$ cat config.mk
export PLATFORM = sky130hd
export DESIGN_NAME = blpsa_front
export DESIGN_NICKNAME = d
export VERILOG_FILES = /design/src/sv/bounded_linear_probe_slot_allocator_defines.svh /design/src/sv/blpsa_pkg.sv /design/src/sv/blpsa_front.sv
export SDC_FILE = /design/constraint.sdc
export NUM_CORES = 1
export LEC_CHECK = 0
export ABC_AREA = 1
export BUFFER_PORTS_ARGS = -buffer_cell sky130_fd_sc_hd__buf_2
export CAP_MARGIN = 20
export CORE_AREA = 4 4 41 43
export DETAILED_ROUTE_END_ITERATION = 16
export DIE_AREA = 0 0 45 47
export PLACE_DENSITY = 0.77
export SLEW_MARGIN = 20
export SYNTH_ARGS = -nofsm -noshare
export SYNTH_HDL_FRONTEND = slang
export SYNTH_SLANG_ARGS = --single-unit
$ cat constraint.sdc
create_clock -name vclk -period 0.8
set_input_delay 0.08 -clock vclk [all_inputs]
set_output_delay 0.08 -clock vclk [all_outputs]
set_load 0.005 [all_outputs]
$ cat src/sv/bounded_linear_probe_slot_allocator_defines.svh
// Assertion helpers for the slot allocator.
`ifndef BOUNDED_LINEAR_PROBE_SLOT_ALLOCATOR_DEFINES_SVH
`define BOUNDED_LINEAR_PROBE_SLOT_ALLOCATOR_DEFINES_SVH

// Same-cycle implication, sampled on the rising clock edge, off during reset.
`define BLPSA_ASSERT_IMP(label, clk, rst_n, ante, cons, msg) \
	label: assert property (@(posedge clk) disable iff (!rst_n) (ante) |-> (cons)) \
		else $error(msg);

// Next-cycle implication.
`define BLPSA_ASSERT_NXT(label, clk, rst_n, ante, cons, msg) \
	label: assert property (@(posedge clk) disable iff (!rst_n) (ante) |=> (cons)) \
		else $error(msg);

`endif

$ cat src/sv/blpsa_pkg.sv
`default_nettype none

package blpsa_pkg;

	localparam int unsigned SLOT_W         = 16;
	localparam int unsigned WORD_W         = 16;
	localparam int unsigned OFF_W          = 4;
	localparam int unsigned WIX_W          = SLOT_W - OFF_W;
	localparam int unsigned SLOT_COUNT_DEF = 65536;
	localparam int unsigned SLOT_SPACE     = 65536;

	localparam logic [15:0] PROBE_BUDGET_RST = 16'd8;
	localparam logic [15:0] HALF_TOP         = 16'h7fff;
	localparam logic [15:0] SLOT_TOP         = 16'hffff;
	localparam logic [15:0] SLOT_FIRST       = 16'd1;

	localparam logic ACT_INSERT  = 1'b0;
	localparam logic ACT_RELEASE = 1'b1;

	// One queued request: the slot is the normalized home for an insert,
	// the named slot for a release.
	typedef struct packed {
		logic        act;
		logic [15:0] slot;
	} entry_t;

	typedef struct packed {
		logic full;
		logic empty;
	} q_stat_t;

	function automatic logic [15:0] home_of(input logic [15:0] raw);
		logic [15:0] h;
		h = raw;
		if (raw == 16'd0) begin
			h = SLOT_FIRST;
		end else if (raw == SLOT_TOP) begin
			h = HALF_TOP;
		end
		return h;
	endfunction

endpackage

`default_nettype wire

$ cat src/sv/blpsa_front.sv
`default_nettype none

module blpsa_front (
	input  wire logic               start,
	input  wire logic               action,
	input  wire logic [15:0]        home_slot,
	input  wire logic [15:0]        release_slot,
	input  wire blpsa_pkg::q_stat_t q_stat,
	input  wire logic               clearing,
	output logic                    busy,
	output logic                    push,
	output blpsa_pkg::entry_t       push_entry
);

	// Hold off new requests while the bitmap is swept or the queue is full.
	assign busy = clearing | q_stat.full;
	assign push = start & ~busy;

	always_comb begin
		push_entry.act = action;
		if (action == blpsa_pkg::ACT_RELEASE) begin
			push_entry.slot = release_slot;
		end else begin
			push_entry.slot = blpsa_pkg::home_of(home_slot);
		end
	end

endmodule

`default_nettype wire

Yosys cells after proc, flatten, opt, wreduce, memory -nomap -nowiden
Cells that the tools add are included.
W data, S select, Z words.
{ "totals": {"register_bits": 0, "wordCells": 8} }
{ "classes": {"n_reduce_logical": 1, "n_mux": 3, "n_bitwise": 3, "n_eq_ne": 1} }
{ "op_table": {"columns": ["cell", "n"], "rows": [
  ["$mux W16", 3],
  ["$eq A16 B16 Y1 const B", 1],
  ["$logic_not A16 Y1", 1],
  ["$and A1 B1 Y1", 1],
  ["$not A1 Y1", 1],
  ["$or A1 B1 Y1", 1]
]} }

Depth between registers and ports, before layout
{ "logic_depth": {"ltp_word": 4, "mapped_depth": 7, "ltp_nobuf": 7} }

Worst setup path after synthesis
No wires, ideal clock.
{ "synth_path": {"path_kind": "input-to-output", "from": "input port action", "to": "output port push_entry[10] (netlist name)", "stages": 5, "t_arrival_ps": 510, "slack_ps": 210, "t_required_ps": 720, "cell_sequence": "buf_6 inv_2 buf_6 nand2_1 nand2_1"} }
{ "synth_lines": {"columns": ["element", "line", "source"], "rows": [
  ["from (decl)", "blpsa_front.sv:5", "input wire logic action,"],
  ["to (decl)", "blpsa_front.sv:12", "output blpsa_pkg::entry_t push_entry"]
]} }

==> results.md <==
* Fillers at 137
* Syn-to-layout area delta at 111%
* Multiplexer share of the synthesized area at 0%
* Num rows at 13
* Worst path buffer plus inverter count at 2
* Fin. Hold Viols at 0
* Drt drc at 0
* Post-Synth XOR/XNOR Area at 0%
* Wire length per cell at 9.15 µm
* Hold WS at 415 ps
* Slowest-stage cell, CP: buf_8
* Crit-path max cell delay at approximately 100 ps
* Synth Area in Adders at 0%
* Post-Route WL at 1430 µm
* Via count at 673
* Syn avg cell area at 4.11 µm²
* Design area at 762 µm²
* Worst min path class: input port to output port
* Worst slew margin at between 80% and 90%
* # diodes at 0
* Worst slew pin tran at 229 ps
* RSZ-0062 raised after global routing: yes
* Port buffer count at between 50 and 60
* Share of cells above drive strength 1 at a little under half
* Synth Cell Area at 362 µm²
* Critical Path Sink: push_entry[0]
* Most used cell, CP: nand2_1
* Starting density of the core at 27.8%
* CP top delay family: simple AND/OR/NAND/NOR gates
* Synth Area in Simple Gates at 82.4%
* Setup-failing EPs final at 0
* First drt pass iteration count at 4
* Gr usage total at 12.6%
* Pin count of the biggest net entering global routing at 18
* Synth Area in Compound Gates at 0%
* Fin crit share at between 90 and 100%
* CP Depth at 9
* Pins Over Slew Limit at 0
* CP startpoint: home_slot[10]
* Crit-path max FO at 3
* Count of different cell masters after synthesis at 9
* # IOs at 56
* Sequential-to-total area share from yosys stat at 0%
* GPL Wtd Cong at 0.703
* Wire length of the first global-routing pass at 2130 µm
* Pre-CTS WS at -40.6 ps
* Startpoint types: input port
* Dpl cells at 156
* Hpwl dp at 1150 µm
* Setup Total Neg Slack at 0 ps
* CP required at 720 ps
* Die area at 0.00212 mm²
* Yosys warnings at 0
* Register area at 0 µm²
* Initial antenna violation count at 0
* Seq_cells at 0
* CP arrival at 720 ps
* Clkbuf count at 0
* Layout Cells excl Fill at 156
* Core area at 0.00130 mm²
* DP Area at roughly 630 µm²
* Vias per cell at between 4 and 5
* F_max at 1.25 GHz
* Die X at roughly 45 µm
* Class of the most critical setup path: input port to output port
* Worst setup margin at 0.108 ps
* PwrDens at 481 mW/mm²
* Die height at 47 µm
* Final Total Pwr at 0.366 mW
* # nets final at 180
* Synth Net Count at about 130
* Mapped Cells at 88
* CP Cell Sequence: buf_8 > nor2_4 > nand2_2 > nor2_2 > nand2_1 > nand2_1 > nand2_1 > nand2_1 > buf_2
* DR iter-0 viols at 3
* Grt ovf at 0
* Antenna Nets Post-Route at 0
* Worst Hold Launch: home_slot[1]
* Leakage at 0.494 nW
* Crit end category: output port
* Final min period at 800 ps
* VDD IR max at approximately 0.22 mV
* Status: complete, no violations
* Main combinational cell family by area after synthesis: simple AND/OR/NAND/NOR gates
* Max Cap Viol at 0
* Final Util at approximately three fifths
* Vias in the first global route at 550
## where the power goes
group	internal (mW)	total, mW	switching (mW)	leakage (nW)
clock network	0	0	0	0
registers	0	0	0	0
logic	0.210	0.366	0.156	0.494
total	0.210	0.366	0.156	0.494
## cells in the final DEF (no fill, tap or decap)
| master | instances |
|---|---|
| buf_4 | 2 |
| nand2_1 | 59 |
| nand3_1 | 1 |
| nor2_4 | 2 |
| nor2_1 | 7 |
| buf_6 | 13 |
| inv_1 | 6 |
| buf_2 | 40 |
| nor2_2 | 4 |
| inv_2 | 1 |
| or2_2 | 1 |
| buf_8 | 2 |
| nand4_1 | 2 |
| nand2_2 | 1 |
## cell usage after synthesis, drive strengths merged
cell   instances  area (µm²)
inv            7        26.3
nand2         60         225
buf            4        37.5
nand4          2        12.5
nand3          1        5.00
or2            1        6.26
nor2          13        48.8
## layout make-up
| type | instances | area (µm²) | share of cell area, % |
|---|---|---|---|
| multi-input combinational | 77 | 325 | 42.7 |
| inverter | 7 | 26.3 | 3.45 |
| tap | 15 | 18.8 | 2.46 |
| timing repair buffer | 57 | 392 | 51.4 |
## per-layer routing
layer / vias up / part of all wire [%] / global-route usage [%]
met2: 34 / 48 / 25.1
met1: 274 / 41 / 15.3
met4: 0 / 0 / 0
li1: 365 / - / -
met5: - / 0 / 0
met3: 0 / 12 / 1.15
## worst min-delay path, delay by kind of cell
family / cells / cell delay [ps]
buffers and inverters: 2 / 170
and+or+nand+nor: 2 / 80
## how the worst min path moves through the flow
stage | endpoint | slack (ps) | cells after the start
after CTS | push_entry[10] | 420 | 4
final | push_entry[1] | 410 | 4
after floorplan | push | 230 | 2
after global placement | push_entry[14] | 420 | 4
after detailed placement | push_entry[9] | 420 | 4
after global routing | push_entry[11] | 430 | 4
## what timing repair did
action,in CTS,in global routing
gates resized for setup,15,11
buffers inserted,0,0
pin swaps,16,13
hold buffers,0,0
setup endpoints to repair,1,2
## logic make-up after synthesis
group,count (synthesis)
buffers and inverters,11
and+or+nand+nor,77
No activity file was read; power rests on OpenSTA's default activity.
