[config.mk]
export PLATFORM = sky130hd
export DESIGN_NAME = blpsa_queue
export DESIGN_NICKNAME = d
export VERILOG_FILES = /design/src/sv/bounded_linear_probe_slot_allocator_defines.svh /design/src/sv/blpsa_pkg.sv /design/src/sv/blpsa_queue.sv
export SDC_FILE = /design/constraint.sdc
export NUM_CORES = 1
export LEC_CHECK = 0
export BUFFER_PORTS_ARGS = -buffer_cell sky130_fd_sc_hd__clkbuf_2
export CORE_MARGIN = 4
export CORE_UTILIZATION = 25
export DETAILED_ROUTE_END_ITERATION = 12
export PLACE_DENSITY = 0.57
export SLEW_MARGIN = 10
export SYNTH_ARGS = -nofsm -noshare
export SYNTH_HDL_FRONTEND = slang
export SYNTH_SLANG_ARGS = --single-unit
[constraint.sdc]
create_clock -name clk -period 1.6 [get_ports clk]
set_input_delay 0.32 -clock clk [delete_from_list [all_inputs] [get_ports clk]]
set_output_delay 0.32 -clock clk [all_outputs]
set_load 0.02 [all_outputs]
[src/sv/bounded_linear_probe_slot_allocator_defines.svh]
// Assertion helpers for the slot allocator.
`ifndef BOUNDED_LINEAR_PROBE_SLOT_ALLOCATOR_DEFINES_SVH
`define BOUNDED_LINEAR_PROBE_SLOT_ALLOCATOR_DEFINES_SVH

// Same-cycle implication, sampled on the rising clock edge, off during reset.
`define BLPSA_ASSERT_IMP(label, clk, rst_n, ante, cons, msg) \
	label: assert property (@(posedge clk) disable iff (!rst_n) (ante) |-> (cons)) \
		else $error(msg);

// Next-cycle implication.
`define BLPSA_ASSERT_NXT(label, clk, rst_n, ante, cons, msg) \
	label: assert property (@(posedge clk) disable iff (!rst_n) (ante) |=> (cons)) \
		else $error(msg);

`endif

[src/sv/blpsa_pkg.sv]
`default_nettype none

package blpsa_pkg;

	localparam int unsigned SLOT_W         = 16;
	localparam int unsigned WORD_W         = 16;
	localparam int unsigned OFF_W          = 4;
	localparam int unsigned WIX_W          = SLOT_W - OFF_W;
	localparam int unsigned SLOT_COUNT_DEF = 65536;
	localparam int unsigned SLOT_SPACE     = 65536;

	localparam logic [15:0] PROBE_BUDGET_RST = 16'd8;
	localparam logic [15:0] HALF_TOP         = 16'h7fff;
	localparam logic [15:0] SLOT_TOP         = 16'hffff;
	localparam logic [15:0] SLOT_FIRST       = 16'd1;

	localparam logic ACT_INSERT  = 1'b0;
	localparam logic ACT_RELEASE = 1'b1;

	// One queued request: the slot is the normalized home for an insert,
	// the named slot for a release.
	typedef struct packed {
		logic        act;
		logic [15:0] slot;
	} entry_t;

	typedef struct packed {
		logic full;
		logic empty;
	} q_stat_t;

	function automatic logic [15:0] home_of(input logic [15:0] raw);
		logic [15:0] h;
		h = raw;
		if (raw == 16'd0) begin
			h = SLOT_FIRST;
		end else if (raw == SLOT_TOP) begin
			h = HALF_TOP;
		end
		return h;
	endfunction

endpackage

`default_nettype wire

[src/sv/blpsa_queue.sv]
`default_nettype none

module blpsa_queue (
	input  wire logic              clk,
	input  wire logic              arst_n,
	input  wire logic              push,
	input  wire blpsa_pkg::entry_t push_entry,
	input  wire logic              pop,
	output blpsa_pkg::entry_t      head,
	output blpsa_pkg::q_stat_t     q_stat
);

	blpsa_pkg::entry_t ent_q [2];
	logic              wr_ptr_q;
	logic              rd_ptr_q;
	logic [1:0]        cnt_q;

	assign head         = ent_q[rd_ptr_q];
	assign q_stat.full  = (cnt_q == 2'd2);
	assign q_stat.empty = (cnt_q == 2'd0);

	always_ff @(posedge clk) begin
		if (push) begin
			ent_q[wr_ptr_q] <= push_entry;
		end
	end

	always_ff @(posedge clk or negedge arst_n) begin
		if (!arst_n) begin
			wr_ptr_q <= 1'b0;
			rd_ptr_q <= 1'b0;
			cnt_q    <= 2'd0;
		end else begin
			if (push) begin
				wr_ptr_q <= ~wr_ptr_q;
			end
			if (pop) begin
				rd_ptr_q <= ~rd_ptr_q;
			end
			case ({push, pop})
				2'b10:   cnt_q <= cnt_q + 2'd1;
				2'b01:   cnt_q <= cnt_q - 2'd1;
				default: cnt_q <= cnt_q;
			endcase
		end
	end

endmodule

`default_nettype wire

Word-level counts from Yosys, hierarchy flattened
Memories as Yosys holds them, arrays and structs flattened.
Cells that the tools add are included.
{"block": "classes", "reduce_logical": 2, "addsub": 2, "bitwise_logic": 2, "mux": 3, "n_eq_ne": 3}
{"cell": "2-bit == test (second input constant)", "count": 2}
{"cell": "2-bit case mux with 2 select lines", "count": 1}
{"cell": "2-bit by 1-bit adder with 2-bit output (second input constant)", "count": 1}
{"cell": "2-bit by 1-bit == test with 1-bit output (second input constant)", "count": 1}
{"cell": "2-bit logical NOT", "count": 1}
{"cell": "1-bit 2-to-1 mux", "count": 2}
{"cell": "1-bit inverter", "count": 2}
{"cell": "2-bit nonzero test", "count": 1}
{"cell": "2-bit by 1-bit subtractor with 2-bit output (second input constant)", "count": 1}
{"block": "totals", "register_bits": 4, "in_bits": 21, "elab_cells": 16, "ramBits": 34, "n_memories": 1}
{"memory": "ent_q", "words": 2, "word_bits": 17, "read_ports": 1, "rd_ports_with_merged_regs": 0, "write_ports": 1, "line_no": "blpsa_queue.sv:13", "text": "blpsa_pkg::entry_t ent_q [2];"}

Longest topological paths before layout
{"block": "logic_depth", "word_depth": 2, "ltp_mapped": 5}

Worst setup path after synthesis
OpenSTA, ideal clock, no wires.
{"block": "synth_timing", "path_type": "reg2reg", "startpoint": "register wr_ptr_q", "endpoint": "memory ent_q[0][0] (netlist bit) (enable)", "stages_incl_launch_ff": 2, "arrival_ns": 1.124, "setup_time_ns": 0.391, "path_slack_ns": 0.085, "period_less_slack_ns": 1.515, "cell_sequence": "dfrtp_1 -> nor2_1"}
{"item": "start, declared", "line_no": "blpsa_queue.sv:14", "text": "logic wr_ptr_q;"}
{"item": "start signal, assigned", "line_no": "blpsa_queue.sv:35", "text": "wr_ptr_q <= ~wr_ptr_q;"}
{"item": "end, declared", "line_no": "blpsa_queue.sv:13"}
Straight into the memory's write port.

==> flow_summary.json <==
{
  "status": "finished with violations",
  "violations": "negative setup slack",
  "layout_setup_ws_ns": -0.0754,
  "fin_crit_ns": 1.68,
  "dpl_cell_area_um2": 1770,
  "ys_seq_elements": 38,
  "cts_inserted_buffers": 5,
  "hp-class": "in -> reg",
  "synth-async-reset-ratio_pct": 10.5,
  "drt_iter0_drc": 17,
  "slew_headroom_pct": 83.2,
  "die_h_um": 84.5,
  "grt-ovfl-total": 0,
  "synth_enable_flop_cells": 34,
  "tns_ns": -1.03,
  "cp_max_fo": 6,
  "root_buffer": "clkbuf_8",
  "slew_viol_final": 0,
  "antennaDiodeCount": 0,
  "grt_pass1_vias": 825,
  "num_rows": 27,
  "critPathKind": "reg -> out",
  "r2r_start": "wr_ptr_q",
  "synthTopCellsByArea": "edfxtp_1 (70%), mux2_4 (9.2%), dfrtp_1 (6.8%)",
  "syn-num-nets": 91,
  "min_path_cells": 1,
  "dieArea_um2": 7130,
  "rsz0062_at_grt": "true",
  "finalNetCount": 141,
  "portBuffers": 39,
  "routabilityCongestion": 0.651,
  "synth_area_per_cell_um2": 21.2,
  "worstSkewPairLatency_ns": 0.28,
  "slowest_stage": "dfrtp_2",
  "wirelength_um": 2630,
  "r2r_cells": 2,
  "area.sequential_um2": 1120,
  "synth.most_common_cell": "edfxtp_1",
  "synthesis.instances": 69,
  "end_kind": "primary output",
  "start_kind": "register",
  "crit_chain": "clkbuf_16 -> mux2_4 -> buf_6",
  "clk_path_buf_depth": 2,
  "worst_hold_slack_ns": 0.225,
  "antenna_found_initial": 0,
  "tightestPinTransition_ns": 0.252,
  "clock.fmax_mhz": 597,
  "die_w_um": 84.5,
  "final_hold_viol_count": 0,
  "leakage_nw": 0.844,
  "grt_start_max_net_pins": 18,
  "vdd_drop_max_mv": 0.594,
  "finalSetupViolations": 17,
  "num_vias": 758,
  "netlist.area_leader.share_pct": 69.9,
  "multi_input_area_um2": 338,
  "min-delay-start": "push_entry[2]",
  "holdPathEnd": "ent_q[0][2]",
  "yosysWarnings": 0,
  "synthDistinctLibCells": 13,
  "clk_pin_slew_ns": 0.07,
  "start_util_pct": 26.2,
  "r2r_end": "ent_q[1][3]",
  "core_area_um2": 5570,
  "fin_area_um2": 2060,
  "power_density_nw_per_um2": 1850,
  "drive_gt1_share_pct": 59.2,
  "syn-cell-area_um2": 1460,
  "final.fill_count": 530,
  "cts_tree": "yes",
  "viasPerCell": 3.95,
  "netlist_top_cells_count": "edfxtp_1 (34), mux2_4 (9), mux2_2 (8)",
  "grtUsageTotal_pct": 7.76,
  "dp_hpwl_um": 1810,
  "post-synth-top-area-cell": "edfxtp_1",
  "wire_per_inst_um": 13.7,
  "ant_nets": 0,
  "grt_pass1_wl_um": 4070,
  "drc": 0,
  "cp.arrival_ns": 1.36,
  "cts.sinks": 38,
  "ys.flop_type": "edfxtp_1",
  "cts_max_level": 2,
  "area_delta_synth_final_pct": 40.8,
  "fin_crit_sh_pct": 105,
  "drt_first_pass_iters": 3,
  "clock_skew_ns": 0.00333,
  "r2r_slack_ns": 0.50,
  "max_cap_viol_count": 0,
  "max_stage_delay_ns": 0.46,
  "ys_seq_area_share_pct": 76.7,
  "cp.required_ns": 1.28,
  "io_pins": 40
}
-- power breakdown --
part	internal, mW	total, mW	switching [mW]	leakage (nW)
logic	0.883	1.59	0.708	0.421
registers	1.33	1.44	0.109	0.365
clock network	0.458	0.768	0.310	0.0579
total	2.68	3.80	1.13	0.844
-- flip-flops by register name, indices dropped and copies added, names as in the netlist --
signal and flops:
wr_ptr_q 1, cnt_q 2, rd_ptr_q 1, ent_q 34
-- cells by family after synthesis --
logic type / count (synthesis) / share of synthesized area, %
AND/OR/NAND/NOR: 5 / 1.63
flip-flops: 38 / 76.7
XOR/XNOR: 5 / 3.00
adder cells (fa/ha/maj): 1 / 0.856
buffers and inverters: 3 / 2.40
multiplexers: 17 / 15.4
-- placed cells by master (no fill, tap or decap), types with 2 or more instances in the layout --
| cell | instances |
|---|---|
| nor2_1 | 2 |
| clkinv_2 | 2 |
| dfrtp_1 | 3 |
| buf_6 | 18 |
| edfxtp_1 | 34 |
| clkbuf_8 | 5 |
| mux2_4 | 17 |
| xor2_1 | 3 |
| buf_12 | 2 |
| xnor2_1 | 2 |
| clkbuf_2 | 22 |
-- metrics by stage --
| step | instances | total power [mW] | util, % | worst slack [ns] |
|---|---|---|---|---|
| floorplan | 69 | 2.30 | - | 0.0851 |
| global placement | 182 | 2.65 | 31.8 | 0.238 |
| detailed placement | 182 | 2.68 | 31.8 | 0.225 |
| CTS | 191 | 3.47 | 33.9 | -0.0900 |
| global route | 192 | 4.02 | 36.9 | -0.122 |
| finish | 192 | 3.80 | 36.9 | -0.0754 |
-- cell type report --
cell class / count / area share [%]
inverters: 1 / 0.182
multi-input cells: 28 / 16.4
clock buffers: 5 / 3.34
flip-flops and latches: 38 / 54.5
clock inverters: 3 / 1.95
well taps: 72 / 4.38
repair buffers: 45 / 19.2
-- how the worst max path moves through the flow --
stage                         from     endpoint  slack (ns)  cells past startpoint
final                     rd_ptr_q     head[10]       -0.08                      3
after global routing      rd_ptr_q     head[10]       -0.12                      3
after CTS                 rd_ptr_q      head[3]       -0.09                      3
after detailed placement  rd_ptr_q      head[3]        0.23                      3
after global placement    rd_ptr_q      head[1]        0.24                      3
after floorplan           wr_ptr_q  ent_q[0][0]        0.09                      1
-- layer usage --
layer,GRT usage (%),part of all wire (%)
met5,0,0
met3,4.61,8.5
met4,3.02,1.2
met1,8.07,39
met2,12.8,51
-- critical path, delay by kind of cell, from the launching register on --
family                 cells  cell delay (ns)
flip-flops                 1             0.46
multiplexers               1             0.30
buffers and inverters      2             0.31
-- what timing repair did --
action / 4_1_cts / 5_1_grt
setup endpoints to repair: 17 / 17
cloned: 0 / 1
setup buffers: 0 / 0
resized for setup: 0 / 61
hold buffers: 1 / 0
hold endpoints to repair: 4 / 0
Power figures use the tool's default switching activity.
